**src/sv/pms_pkg.sv**
```systemverilog
// shared types and constants of the partitioned multi-stack
package pms_pkg;

  localparam int unsigned CAPACITY_DEF  = 16;
  localparam int unsigned STACK_SLOTS   = 16;
  localparam int unsigned LIST_LIMIT    = 16;
  localparam int unsigned ID_W          = 4;
  localparam int unsigned WORD_W        = 32;
  localparam int unsigned BEAT_W        = 4;
  localparam int unsigned NUM_STACKS_W  = 5;
  localparam int unsigned QUEUE_DEPTH   = 2;
  localparam int unsigned CFG_ADDR_W    = 3;
  localparam int unsigned CFG_DATA_W    = 32;
  localparam int unsigned REG_IDX_W     = 1;

  // register indexes
  localparam logic [REG_IDX_W-1:0] REG_NUM_STACKS = 1'd0;

  typedef enum logic [1:0] {
    REQ_PUSH = 2'd0,
    REQ_POP  = 2'd1,
    REQ_LIST = 2'd2
  } req_e;

  typedef enum logic [1:0] {
    ST_OK       = 2'd0,
    ST_OVERFLOW = 2'd1,
    ST_EMPTY    = 2'd2,
    ST_INVALID  = 2'd3
  } status_e;

  typedef enum logic [1:0] {
    CMD_REPORT = 2'd0,
    CMD_PUSH   = 2'd1,
    CMD_READ   = 2'd2
  } cmd_kind_e;

  // one classified request on its way to the back end
  typedef struct packed {
    cmd_kind_e                 kind;
    status_e                   status;
    logic [BEAT_W-1:0]         beats_m1;
    logic signed [WORD_W-1:0]  value;
  } cmd_t;

endpackage

```
**src/sv/pms_front.sv**
```systemverilog
// front end: stack bookkeeping, request classification, configuration
module pms_front #(
  parameter int unsigned Capacity = pms_pkg::CAPACITY_DEF,
  localparam int unsigned AddrW = $clog2(Capacity),
  localparam int unsigned CntW  = $clog2(Capacity + 1)
) (
  input  logic                               clk_i,
  input  logic                               rst_ni,
  input  logic                               cfg_we_i,
  input  logic [pms_pkg::NUM_STACKS_W-1:0]   cfg_wdata_i,
  output logic [pms_pkg::NUM_STACKS_W-1:0]   num_stacks_o,
  input  logic                               in_valid_i,
  output logic                               in_ready_o,
  input  logic [1:0]                         req_type_i,
  input  logic [pms_pkg::ID_W-1:0]           stack_id_i,
  input  logic signed [pms_pkg::WORD_W-1:0]  push_value_i,
  output logic                               cmd_valid_o,
  input  logic                               cmd_ready_i,
  output pms_pkg::cmd_t                      cmd_o,
  output logic [AddrW-1:0]                   cmd_addr_o
);

  localparam int unsigned ProdW = CntW + pms_pkg::ID_W;

  logic [pms_pkg::NUM_STACKS_W-1:0] num_stacks_q, num_stacks_d;
  logic [CntW-1:0]                  region_q, region_d;
  logic [CntW-1:0]                  fill_q [pms_pkg::STACK_SLOTS];
  logic [CntW-1:0]                  region_tab [pms_pkg::STACK_SLOTS];

  logic [pms_pkg::NUM_STACKS_W-1:0] n_clamp;
  logic [CntW-1:0]                  cnt, cnt_m1, cnt_new;
  logic [ProdW-1:0]                 base, push_addr, top_addr;
  logic                             id_ok, accept, fill_we;

  // entries per stack for every stack count, settled at elaboration
  for (genvar g = 1; g <= pms_pkg::STACK_SLOTS; g++) begin : g_region
    localparam int unsigned Rs = Capacity / g;
    assign region_tab[g-1] = CntW'(Rs);
  end

  always_comb begin
    n_clamp = cfg_wdata_i;
    if (cfg_wdata_i == '0) begin
      n_clamp = pms_pkg::NUM_STACKS_W'(1);
    end else if (cfg_wdata_i > pms_pkg::NUM_STACKS_W'(pms_pkg::STACK_SLOTS)) begin
      n_clamp = pms_pkg::NUM_STACKS_W'(pms_pkg::STACK_SLOTS);
    end
  end

  assign num_stacks_d = cfg_we_i ? n_clamp : num_stacks_q;
  assign region_d     = cfg_we_i ? region_tab[pms_pkg::ID_W'(n_clamp - 1'b1)] : region_q;

  assign accept      = in_valid_i && cmd_ready_i;
  assign in_ready_o  = cmd_ready_i;
  assign cmd_valid_o = in_valid_i;

  assign id_ok     = {1'b0, stack_id_i} < num_stacks_q;
  assign cnt       = fill_q[stack_id_i];
  assign cnt_m1    = cnt - CntW'(1);
  assign base      = ProdW'(region_q * stack_id_i);
  assign push_addr = base + ProdW'(cnt);
  assign top_addr  = push_addr - ProdW'(1);

  always_comb begin
    cmd_o.kind     = pms_pkg::CMD_REPORT;
    cmd_o.status   = pms_pkg::ST_INVALID;
    cmd_o.beats_m1 = '0;
    cmd_o.value    = push_value_i;
    cmd_addr_o     = top_addr[AddrW-1:0];
    cnt_new        = cnt;
    fill_we        = 1'b0;
    priority if (!id_ok) begin
      cmd_o.status = pms_pkg::ST_INVALID;
    end else if (req_type_i == pms_pkg::REQ_PUSH) begin
      if (cnt >= region_q) begin
        cmd_o.status = pms_pkg::ST_OVERFLOW;
      end else begin
        cmd_o.kind   = pms_pkg::CMD_PUSH;
        cmd_o.status = pms_pkg::ST_OK;
        cmd_addr_o   = push_addr[AddrW-1:0];
        cnt_new      = cnt + CntW'(1);
        fill_we      = 1'b1;
      end
    end else if (req_type_i == pms_pkg::REQ_POP || req_type_i == pms_pkg::REQ_LIST) begin
      if (cnt == '0) begin
        cmd_o.status = pms_pkg::ST_EMPTY;
      end else if (req_type_i == pms_pkg::REQ_POP) begin
        cmd_o.kind   = pms_pkg::CMD_READ;
        cmd_o.status = pms_pkg::ST_OK;
        cnt_new      = cnt_m1;
        fill_we      = 1'b1;
      end else begin
        cmd_o.kind   = pms_pkg::CMD_READ;
        cmd_o.status = pms_pkg::ST_OK;
        if (32'(cnt) > pms_pkg::LIST_LIMIT) begin
          cmd_o.beats_m1 = pms_pkg::BEAT_W'(pms_pkg::LIST_LIMIT - 1);
        end else begin
          cmd_o.beats_m1 = pms_pkg::BEAT_W'(cnt_m1);
        end
      end
    end else begin
      // unused request code
      cmd_o.status = pms_pkg::ST_INVALID;
    end
  end

  always_ff @(posedge clk_i or negedge rst_ni) begin
    if (!rst_ni) begin
      num_stacks_q <= pms_pkg::NUM_STACKS_W'(1);
      region_q     <= CntW'(Capacity);
      for (int i = 0; i < pms_pkg::STACK_SLOTS; i++) begin
        fill_q[i] <= '0;
      end
    end else begin
      num_stacks_q <= num_stacks_d;
      region_q     <= region_d;
      if (cfg_we_i) begin
        for (int i = 0; i < pms_pkg::STACK_SLOTS; i++) begin
          fill_q[i] <= '0;
        end
      end else if (accept && fill_we) begin
        fill_q[stack_id_i] <= cnt_new;
      end
    end
  end

  assign num_stacks_o = num_stacks_q;

endmodule

```
**src/sv/pms_queue.sv**
```systemverilog
// small first-in first-out queue between front and back end
module pms_queue #(
  parameter int unsigned Width = 8,
  parameter int unsigned Depth = pms_pkg::QUEUE_DEPTH,
  localparam int unsigned PtrW = $clog2(Depth),
  localparam int unsigned CntW = $clog2(Depth + 1)
) (
  input  logic             clk_i,
  input  logic             rst_ni,
  input  logic             push_valid_i,
  output logic             push_ready_o,
  input  logic [Width-1:0] push_data_i,
  output logic             pop_valid_o,
  input  logic             pop_ready_i,
  output logic [Width-1:0] pop_data_o
);

  logic [Width-1:0] slot_q [Depth];
  logic [PtrW-1:0]  wr_ptr_q, wr_ptr_d, rd_ptr_q, rd_ptr_d;
  logic [CntW-1:0]  count_q, count_d;
  logic             do_push, do_pop;

  assign push_ready_o = count_q != CntW'(Depth);
  assign pop_valid_o  = count_q != '0;
  assign pop_data_o   = slot_q[rd_ptr_q];
  assign do_push      = push_valid_i && push_ready_o;
  assign do_pop       = pop_valid_o && pop_ready_i;

  always_comb begin
    wr_ptr_d = wr_ptr_q;
    rd_ptr_d = rd_ptr_q;
    count_d  = count_q;
    if (do_push) begin
      wr_ptr_d = (wr_ptr_q == PtrW'(Depth - 1)) ? '0 : wr_ptr_q + PtrW'(1);
    end
    if (do_pop) begin
      rd_ptr_d = (rd_ptr_q == PtrW'(Depth - 1)) ? '0 : rd_ptr_q + PtrW'(1);
    end
    if (do_push && !do_pop) begin
      count_d = count_q + CntW'(1);
    end else if (do_pop && !do_push) begin
      count_d = count_q - CntW'(1);
    end
  end

  always_ff @(posedge clk_i or negedge rst_ni) begin
    if (!rst_ni) begin
      wr_ptr_q <= '0;
      rd_ptr_q <= '0;
      count_q  <= '0;
    end else begin
      wr_ptr_q <= wr_ptr_d;
      rd_ptr_q <= rd_ptr_d;
      count_q  <= count_d;
    end
  end

  always_ff @(posedge clk_i) begin
    if (do_push) begin
      slot_q[wr_ptr_q] <= push_data_i;
    end
  end

endmodule

```
**src/sv/pms_back.sv**
```systemverilog
// back end: word memory, list walk and result registers
module pms_back #(
  parameter int unsigned Capacity = pms_pkg::CAPACITY_DEF,
  localparam int unsigned AddrW = $clog2(Capacity)
) (
  input  logic                               clk_i,
  input  logic                               rst_ni,
  input  logic                               cmd_valid_i,
  output logic                               cmd_ready_o,
  input  pms_pkg::cmd_t                      cmd_i,
  input  logic [AddrW-1:0]                   cmd_addr_i,
  output logic                               out_valid_o,
  input  logic                               out_ready_i,
  output logic [1:0]                         status_o,
  output logic signed [pms_pkg::WORD_W-1:0]  data_out_o,
  output logic                               last_o
);

  logic [pms_pkg::WORD_W-1:0] word_mem [Capacity];
  logic [pms_pkg::WORD_W-1:0] rdata_q;
  logic [pms_pkg::BEAT_W-1:0] walk_q, walk_d;

  logic                       beat_valid_q, beat_last_q, beat_mem_q;
  pms_pkg::status_e           beat_status_q;
  logic                       out_valid_q, out_last_q;
  pms_pkg::status_e           out_status_q;
  logic [pms_pkg::WORD_W-1:0] out_data_q;

  logic             issue, beat_move, cmd_last;
  logic [AddrW-1:0] addr;

  assign beat_move   = beat_valid_q && (!out_valid_q || out_ready_i);
  assign issue       = cmd_valid_i && (!beat_valid_q || beat_move);
  assign cmd_last    = walk_q == cmd_i.beats_m1;
  assign cmd_ready_o = issue && cmd_last;
  assign addr        = cmd_addr_i - AddrW'(walk_q);

  always_comb begin
    walk_d = walk_q;
    if (issue) begin
      walk_d = cmd_last ? '0 : walk_q + pms_pkg::BEAT_W'(1);
    end
  end

  // memory: one write or one read per cycle, read data registered
  always_ff @(posedge clk_i) begin
    if (issue && cmd_i.kind == pms_pkg::CMD_PUSH) begin
      word_mem[addr] <= cmd_i.value;
    end
    if (issue && cmd_i.kind == pms_pkg::CMD_READ) begin
      rdata_q <= word_mem[addr];
    end
  end

  always_ff @(posedge clk_i or negedge rst_ni) begin
    if (!rst_ni) begin
      walk_q       <= '0;
      beat_valid_q <= 1'b0;
      out_valid_q  <= 1'b0;
    end else begin
      walk_q <= walk_d;
      if (issue) begin
        beat_valid_q <= 1'b1;
      end else if (beat_move) begin
        beat_valid_q <= 1'b0;
      end
      if (beat_move) begin
        out_valid_q <= 1'b1;
      end else if (out_ready_i) begin
        out_valid_q <= 1'b0;
      end
    end
  end

  always_ff @(posedge clk_i) begin
    if (issue) begin
      beat_status_q <= cmd_i.status;
      beat_last_q   <= cmd_last;
      beat_mem_q    <= cmd_i.kind == pms_pkg::CMD_READ;
    end
    if (beat_move) begin
      out_status_q <= beat_status_q;
      out_last_q   <= beat_last_q;
      out_data_q   <= beat_mem_q ? rdata_q : '0;
    end
  end

  assign out_valid_o = out_valid_q;
  assign status_o    = out_status_q;
  assign data_out_o  = out_data_q;
  assign last_o      = out_last_q;

  a_walk_wraps: assert property (@(posedge clk_i) disable iff (!rst_ni)
    issue && cmd_last |=> walk_q == '0)
    else $error("walk counter not cleared after last beat");

  a_walk_steps: assert property (@(posedge clk_i) disable iff (!rst_ni)
    issue && !cmd_last |=> walk_q == $past(walk_q) + pms_pkg::BEAT_W'(1))
    else $error("walk counter did not advance");

  a_single_beat: assert property (@(posedge clk_i) disable iff (!rst_ni)
    issue && cmd_i.kind != pms_pkg::CMD_READ |-> walk_q == '0 && cmd_last)
    else $error("push or report spans more than one beat");

  a_rdata_held: assert property (@(posedge clk_i) disable iff (!rst_ni)
    beat_valid_q && !beat_move |=> beat_valid_q && $stable(rdata_q))
    else $error("read data changed under a stalled beat");

endmodule

```
**src/sv/partitioned_multi_stack.sv**
```systemverilog
// top level of the partitioned multi-stack
// Several LIFO stacks share one store of Capacity 32-bit words, split into
// num_stacks equal regions of Capacity / num_stacks entries (num_stacks is
// register 0 at byte address 0; writing it empties every stack, 0 is taken
// as 1 and values above 16 as 16). Each request gives one result, except a
// list, which gives the stack's words top first (at most 16) with last set on
// the final one. The front end tracks fill counts and classifies each request
// in the cycle it is accepted, so it takes one item per cycle while its
// two-entry queue has room. The back end owns the single-port word memory and
// gives one result per push, pop, error or listed word, and can take a
// new beat while earlier ones are in flight. The memory read is registered:
// a result passes the beat and then the output registers after its item heads
// the queue, later only when earlier results or the result side hold it back.
// Unused words need no clearing at reset; there is no clearing pass.
module partitioned_multi_stack #(
  parameter int unsigned Capacity = pms_pkg::CAPACITY_DEF
) (
  input  logic                                clk_i,
  input  logic                                rst_ni,
  // configuration port
  input  logic                                psel,
  input  logic                                penable,
  input  logic                                pwrite,
  input  logic [pms_pkg::CFG_ADDR_W-1:0]      paddr,
  input  logic [pms_pkg::CFG_DATA_W-1:0]      pwdata,
  output logic [pms_pkg::CFG_DATA_W-1:0]      prdata,
  output logic                                pready,
  // request channel
  input  logic                                in_valid_i,
  output logic                                in_ready_o,
  input  logic [1:0]                          req_type_i,
  input  logic [pms_pkg::ID_W-1:0]            stack_id_i,
  input  logic signed [pms_pkg::WORD_W-1:0]   push_value_i,
  // result channel
  output logic                                out_valid_o,
  input  logic                                out_ready_i,
  output logic [1:0]                          status_o,
  output logic signed [pms_pkg::WORD_W-1:0]   data_out_o,
  output logic                                last_o
);

  localparam int unsigned AddrW = $clog2(Capacity);
  localparam int unsigned CmdW  = $bits(pms_pkg::cmd_t) + AddrW;

  logic                              cfg_sel, cfg_we;
  logic [pms_pkg::NUM_STACKS_W-1:0]  num_stacks;

  logic                f_valid, f_ready, b_valid, b_ready;
  pms_pkg::cmd_t       f_cmd, b_cmd;
  logic [AddrW-1:0]    f_addr, b_addr;
  logic [CmdW-1:0]     f_word, b_word;

  // register decode: word index taken from the upper address bits
  assign cfg_sel = paddr[pms_pkg::CFG_ADDR_W-1:2] == pms_pkg::REG_NUM_STACKS;
  assign cfg_we  = psel && penable && pwrite && cfg_sel;
  assign pready  = 1'b1;
  assign prdata  = cfg_sel ? pms_pkg::CFG_DATA_W'(num_stacks) : '0;

  pms_front #(
    .Capacity (Capacity)
  ) u_front (
    .clk_i        (clk_i),
    .rst_ni       (rst_ni),
    .cfg_we_i     (cfg_we),
    .cfg_wdata_i  (pwdata[pms_pkg::NUM_STACKS_W-1:0]),
    .num_stacks_o (num_stacks),
    .in_valid_i   (in_valid_i),
    .in_ready_o   (in_ready_o),
    .req_type_i   (req_type_i),
    .stack_id_i   (stack_id_i),
    .push_value_i (push_value_i),
    .cmd_valid_o  (f_valid),
    .cmd_ready_i  (f_ready),
    .cmd_o        (f_cmd),
    .cmd_addr_o   (f_addr)
  );

  // classified requests wait here so either side can stall alone
  assign f_word = {f_cmd, f_addr};
  assign b_cmd  = b_word[CmdW-1:AddrW];
  assign b_addr = b_word[AddrW-1:0];

  pms_queue #(
    .Width (CmdW),
    .Depth (pms_pkg::QUEUE_DEPTH)
  ) u_queue (
    .clk_i        (clk_i),
    .rst_ni       (rst_ni),
    .push_valid_i (f_valid),
    .push_ready_o (f_ready),
    .push_data_i  (f_word),
    .pop_valid_o  (b_valid),
    .pop_ready_i  (b_ready),
    .pop_data_o   (b_word)
  );

  pms_back #(
    .Capacity (Capacity)
  ) u_back (
    .clk_i       (clk_i),
    .rst_ni      (rst_ni),
    .cmd_valid_i (b_valid),
    .cmd_ready_o (b_ready),
    .cmd_i       (b_cmd),
    .cmd_addr_i  (b_addr),
    .out_valid_o (out_valid_o),
    .out_ready_i (out_ready_i),
    .status_o    (status_o),
    .data_out_o  (data_out_o),
    .last_o      (last_o)
  );

endmodule

```
**config.mk**
```make
export PLATFORM = sky130hd
export DESIGN_NAME = partitioned_multi_stack
export DESIGN_NICKNAME = d
export VERILOG_FILES = /design/src/sv/pms_pkg.sv /design/src/sv/pms_front.sv /design/src/sv/pms_queue.sv /design/src/sv/pms_back.sv /design/src/sv/partitioned_multi_stack.sv
export SDC_FILE = /design/constraint.sdc
export NUM_CORES = 1
export LEC_CHECK = 0
export ABC_AREA = 1
export BUFFER_PORTS_ARGS = -buffer_cell sky130_fd_sc_hd__buf_2
export CAP_MARGIN = 15
export CORE_ASPECT_RATIO = 0.6
export CORE_MARGIN = 2
export CORE_UTILIZATION = 40
export CTS_BUF_LIST = sky130_fd_sc_hd__clkbuf_2 sky130_fd_sc_hd__clkbuf_4 sky130_fd_sc_hd__clkbuf_8
export DETAILED_ROUTE_END_ITERATION = 10
export PLACE_DENSITY = 0.67
export SLEW_MARGIN = 20
export SYNTH_ARGS = -nofsm -noshare
export SYNTH_HDL_FRONTEND = slang
export SYNTH_HIERARCHICAL = 1
export SYNTH_SLANG_ARGS = --single-unit
```
**constraint.sdc**
```tcl
create_clock -name clk_i -period 5.1 [get_ports clk_i]
set_input_delay 1.02 -clock clk_i [delete_from_list [all_inputs] [get_ports clk_i]]
set_output_delay 1.02 -clock clk_i [all_outputs]
set_load 0.03 [all_outputs]
```
* Word-level counts from Yosys, hierarchy flattened
Memories as Yosys holds them, arrays and structs flattened. A register that Yosys moved wholly into a read port is not among the register bits.
Index checks and enable logic that the tools add are counted.
** Storage, ports and cells
- Bits in registers :: 134
- Logic and storage cells :: 143
- Memories kept :: 3
- RAM bits :: 600
- Output and inout bits :: 70
- Bits in read-only memories :: 80
** Memories
- u_back.word_mem :: words 16, width 32, read ports 1, clocked after Yosys merged registers in 1, wr ports 1, RTL line pms_back.sv:19 : logic [pms_pkg::WORD_W-1:0] word_mem [Capacity];
- u_queue.slot_q :: words 2, width 44, read ports 1, clocked after Yosys merged registers in 0, wr ports 1, RTL line pms_queue.sv:18 : logic [Width-1:0] slot_q [Depth];
- (no name shown) :: words 16, width 5, read ports 1, clocked after Yosys merged registers in 1, wr ports 0, RTL line pms_front.sv:51 : assign region_d = cfg_we_i ? region_tab[pms_pkg::ID_W'(n_clamp - 1'b1)] : region_q;
** Cells by class
- Equality and inequality tests :: 6
- Mux-type cells :: 54
- Bitwise operators :: 3
- Add/sub/neg operators :: 11
- $mul :: 1
- $lt $le $gt $ge :: 6
- Reduce and logical (&&, ||, !) cells :: 30
** Operators with widths (count)
- 80-bit two-way mux :: 2
- 80-bit bitwise mux :: 1
- 5-bit two-way mux :: 12
- 4-bit two-way mux :: 11
- 5-bit binary-select mux with 4-bit select :: 1
- 5-bit demux with 4-bit select :: 1
- 1-bit two-way mux :: 18
- 2-bit two-way mux :: 8
- 1-bit logical AND :: 14
- 5-bit > comparator, second input constant :: 2
- 5-bit zero test :: 2
- 4-bit inverter with 5-bit output :: 2
- 2-bit nonzero test :: 5
- 4-bit by 1-bit subtractor with 4-bit output, second input constant :: 2
- 5-bit by 1-bit adder with 5-bit output, second input constant :: 1
- 5-bit >= comparator :: 1
- 5-bit >= comparator, second input constant :: 1
- 1-bit zero test :: 5
- 4-bit by 5-bit less-than comparator with 1-bit output :: 1
- 5-bit by 1-bit less-than comparator with 1-bit output, second input constant :: 1
- 5-bit by 4-bit multiplier with 4-bit output :: 1
- 5-bit by 1-bit subtractor with 5-bit output, second input constant :: 1
- 4-bit by 1-bit adder with 4-bit output, second input constant :: 1
- 4-bit adder :: 1
- 11 further kinds :: 16

* Depth between registers and ports, before layout
- Depth after elaboration :: 13
- Mapped depth :: 28
- Mapped depth without buffers :: 25

* Modules after synthesis
Netlist, hierarchy kept.
** By module, submodules not included
- pms_back :: times used 1, cells each 2106, seq. area each 17656.9 um^2, area an instance 23806.6 um^2
- pms_front :: times used 1, cells each 870, seq. area each 2254.7 um^2, area an instance 6115.9 um^2
- pms_queue :: times used 1, cells each 258, seq. area each 2742.6 um^2, area an instance 3484.6 um^2
- partitioned_multi_stack :: times used 1, cells each 44, seq. area each 0.0 um^2, area an instance 270.3 um^2

* Least setup slack after synthesis
Ideal clock, no wire load.
- Path type :: input port to flip-flop
- Start :: input port out_ready_i
- End :: register u_back/rdata_q[0] (netlist bit) (read register of u_back.word_mem), enable pin
- Data arrival time :: 3541 ps
- Slack :: 1097 ps
- Data required time :: 4639 ps
- Setup time :: 461 ps
- Stages on the path :: 4
- Path through :: inv_1 > nand3_1 > nand2_1 > nor3_1
** On the way
- Longest elaborated chain between the ends :: 5
** Ends and longest elaborated chain
- start: declaration :: RTL line partitioned_multi_stack.sv:36 : input logic out_ready_i,
- 1-bit logical OR :: RTL line pms_back.sv:32 : assign beat_move = beat_valid_q && (!out_valid_q || out_ready_i);
- 1-bit logical AND :: RTL line pms_back.sv:32
- 1-bit logical OR :: RTL line pms_back.sv:33 : assign issue = cmd_valid_i && (!beat_valid_q || beat_move);
- 1-bit logical AND :: RTL line pms_back.sv:33
- 1-bit logical AND :: RTL line pms_back.sv:50 : if (issue && cmd_i.kind == pms_pkg::CMD_READ) begin
- end: declaration :: RTL line pms_back.sv:20 : logic [pms_pkg::WORD_W-1:0] rdata_q;
Every way passes these cells.
A chain may end at the register's enable or synchronous reset.

* Worst setup path in the final report
- Start :: register u_queue.rd_ptr_q
- End :: memory u_back/word_mem[14][23] (netlist bit), enable pin
** On the way
- Elaborated cells on any way between the ends :: 6
** RTL lines
- start: declaration :: RTL line pms_queue.sv:19 : logic [PtrW-1:0] wr_ptr_q, wr_ptr_d, rd_ptr_q, rd_ptr_d;
- start signal: assignment :: RTL line pms_queue.sv:53 : rd_ptr_q <= rd_ptr_d;
- memory read 2 x 44 bit
- net b_word[0] :: RTL line partitioned_multi_stack.sv:51 : logic [CmdW-1:0] f_word, b_word;
- 4-bit subtractor :: RTL line pms_back.sv:36 : assign addr = cmd_addr_i - AddrW'(walk_q);
- end: declaration :: RTL line pms_back.sv:19
The timed path passes the listed nets, and every way through them passes these cells.

==> results.md <==
* Psw at between 10 and 15 mW
* CTS clock-pin slew for the worst setup and hold paths at ~0.07 ns
* DPL Wire Length at 48.8 mm
* Clock root buffer: clkbuf_8
* Num rows at 82
* DRC at 0
* Initial DRC count at 2402
* Ys Warns at 6
* Drt total wl at 83.0 mm
* Static leakage at approximately 16 nW
* CP max FO at 27
* FF+latch count, synth at 771
* Sequential-to-total area share from yosys stat at between 60 and 70%
* Resized cells post-CTS at 0
* TNS Setup at 0 ns
* Number of clock sinks at 771
* Commonest cells in the netlist: 1631 x nand2_1, 671 x edfxtp_1, 312 x nand3_1, 120 x inv_1, 98 x dfrtp_1
* Vias in the first global route at 20.8k
* Status: finished, final reports clean
* Reg power frac at ~34%
* Max Root-Sink Buffers at 3
* Core Area at 83400 um^2
* Global-route wire length before repair at approximately 130 mm
* Most frequent cell after synthesis: nand2_1
* Final min period at between 3 and 4 ns
* Unrepaired setup endpoints after global routing: false
* Non-filler cells, final at 4621
* Switching Share at about 45%
* DR pass1 iterations at 6
* Data arrival time of the worst path at between 4 and 5 ns
* Placed Instances at 4409
* Die width at 379 um
* Min-Delay Path Class: primary input to asynchronous set/reset pin
* WP data required at 5.50 ns
* Post-Syn Area at 33700 um^2
* Ys async rst share at between 10% and 20%
* Final #Nets at 3499
* Relative slew slack at 35.9%
* Synth area leader: edfxtp_1
* Share of layout cells above drive strength 1 at 12.9%
* Period utilisation layout at 72.9%
* End-of-flow core utilization at 45.1%
* EDFF count, synth at between 600 and 700
* Global route overflow at 0
* Post-Syn Area per Cell at 10.3 um^2
* Worst VDD drop at 1.01 mV
* Setup Fix Bufs, Post-CTS at 0
* Max-cap viol count at 0
* Die footprint at 86600 um^2
* H-tree levels at 3
* Critical Path End Type: register
* Power share of the clock group at a little under a fifth
* Final Skew at about 0.057 ns
* Combinational power share at a little under half
* Die H at 229 um
* Synth top area cells: edfxtp_1 60%, nand2_1 18%, dfrtp_1 7.3%
* Final Hold Viols at 0
* F_max at 269 MHz
* Clk_lat worst skew at 0.81 ns
* Fill cell count at 7670
* Antenna Nets Post-Route at 0
* CTS tree: built
* P&R area growth vs syn at 11.6%
* Finished Cell Area at 37600 um^2
* Worst setup SP type: register
* Post-Syn Instances at between 3k and 4k
* Top-area cell type share of the netlist area at 59.8%
* DR vias/cell at 4.95
* Slew @ Worst Pin at just under 1 ns
* Final setup vio count at 0
* Pint at 14.2 mW
* Io pins at 150
* GP Congestion at 0.896
* TritonCTS buffer count at 111
* Vias at 22.9k
* Pwr per Cell Area at 691 nW/um^2
* Buffers on Ports at a little over 90
* Initial Utilization at between 40 and 50%
* Yosys cell types at 44
* Cts hold-fix bufs at 0
* Placed inst area at 35300 um^2
* Largest net degree at the start of global routing at 120
* Number of antenna violations at the first check in global routing at 4
* Kind of critical path: register to register
* GRT Util Overall at 19.1%
* Tot Pwr at 26.0 mW
* Main synth FF type: edfxtp_1
* Drt wl/cell at between 15 and 20 um
* Max-slew violations at 0
## cells in the final DEF (no fill, tap or decap), types with 3 or more instances in the layout
master and n:
diode_2 5, inv_2 5, o21ai_1 5, xor2_1 13, inv_4 3, buf_12 7
nor2_4 21, nand2_2 19, edfxtp_1 671, o22ai_1 4, nand2_1 1629, nor2_1 60
xnor2_1 6, nor2_2 14, clkinv_2 11, buf_4 83, ha_1 27, o32ai_1 3
nand4_1 9, clkbuf_4 48, buf_2 91, dfrtp_1 97, inv_1 118, nor3_2 3
nand3_1 312, clkinv_1 26, a21oi_1 11, clkbuf_8 114, conb_1 28, o21ai_0 9
nand3_2 3
## stage by stage
| stage | hold slack [ns] | setup WS, ns |
|---|---|---|
| after global routing | 0.342 | 1.19 |
| final | 0.336 | 1.38 |
| after CTS | 0.292 | 1.40 |
| after floorplan | 0.400 | 1.10 |
| after detailed placement | 0.409 | 0.742 |
| after global placement | 0.406 | 0.764 |
## sequential cells by signal, summed over array words and instances (netlist names), 4 cells and up
name,cells
u_back/word_mem,512
u_front/region_q,5
u_queue/slot_q,88
u_back/walk_q,4
u_front/num_stacks_o,5
u_back/rdata_q,32
u_back/data_out_o,32
u_front/fill_q,80
## final timing paths
path                                            to  cells after the start                    start  slack [ns]
max in group asynchronous       u_front/fill_q[11]                      2                   rst_ni        3.74
min in group clk_i           u_queue/slot_q[1][18]                      1         push_value_i[14]        0.40
min                            u_front/region_q[3]                      1                   rst_ni        0.34
max                        u_back/word_mem[14][23]                     10         u_queue/rd_ptr_q        1.38
min reg2reg                     u_back/status_o[0]                      0  u_back/beat_status_q[0]        0.42
max reg2reg                u_back/word_mem[14][23]                     10         u_queue/rd_ptr_q        1.38
## cells by family (layout without fill, tap and decap cells)
logic type,Yosys count,count (layout),synth area share (%)
other,2,33,0.0223
adder cells (fa/ha/maj),31,31,1.22
flip-flops,771,771,67.3
AND/OR/NAND/NOR,2076,2076,24.9
buffers and inverters,338,516,5.26
AO/OA/AOI/OAI,38,38,0.654
XOR/XNOR,22,22,0.628
## power by group through the flow
| stage | Sequential [mW] | Combinational [mW] | Clock (mW) |
|---|---|---|---|
| 2_1_floorplan | 9.19 | 8.09 | 0 |
| 4_1_cts | 8.87 | 12.1 | 5.08 |
| 5_1_grt | 8.94 | 13.5 | 5.34 |
| 3_5_place_dp | 9.00 | 12.1 | 0 |
| 3_3_place_gp | 8.99 | 11.9 | 0 |
| 6_report | 8.87 | 12.2 | 4.95 |
## cell type report
type	instances	area, um^2	area share [%]
sequential	771	22700	60.3
multi-input combinational	2195	9550	25.4
clock buffer	162	1930	5.13
tap	1134	1420	3.77
timing repair buffer	181	1220	3.24
inverter	128	500	1.33
clock inverter	45	309	0.822
antenna	5	12.5	0.0333
## routing by layer
layer	vias to the layer above	part of all wire, %	global-route usage, %
li1	10900	-	-
met1	10900	47	29.8
met2	956	41	26.1
met3	128	9.7	4.70
met4	0	2.1	5.49
met5	-	0	0
## worst max-delay path: stages, from the launching register on
cell     delay [ns]
dfrtp_2        0.46
buf_4          0.25
nand2_1        0.10
nand2_1        0.08
inv_1          0.10
ha_4           0.13
inv_1          0.05
fa_4           1.04
nand3_1        0.44
nor2_4         0.22
buf_4          0.44
No activity file was read; power rests on OpenSTA's default activity.
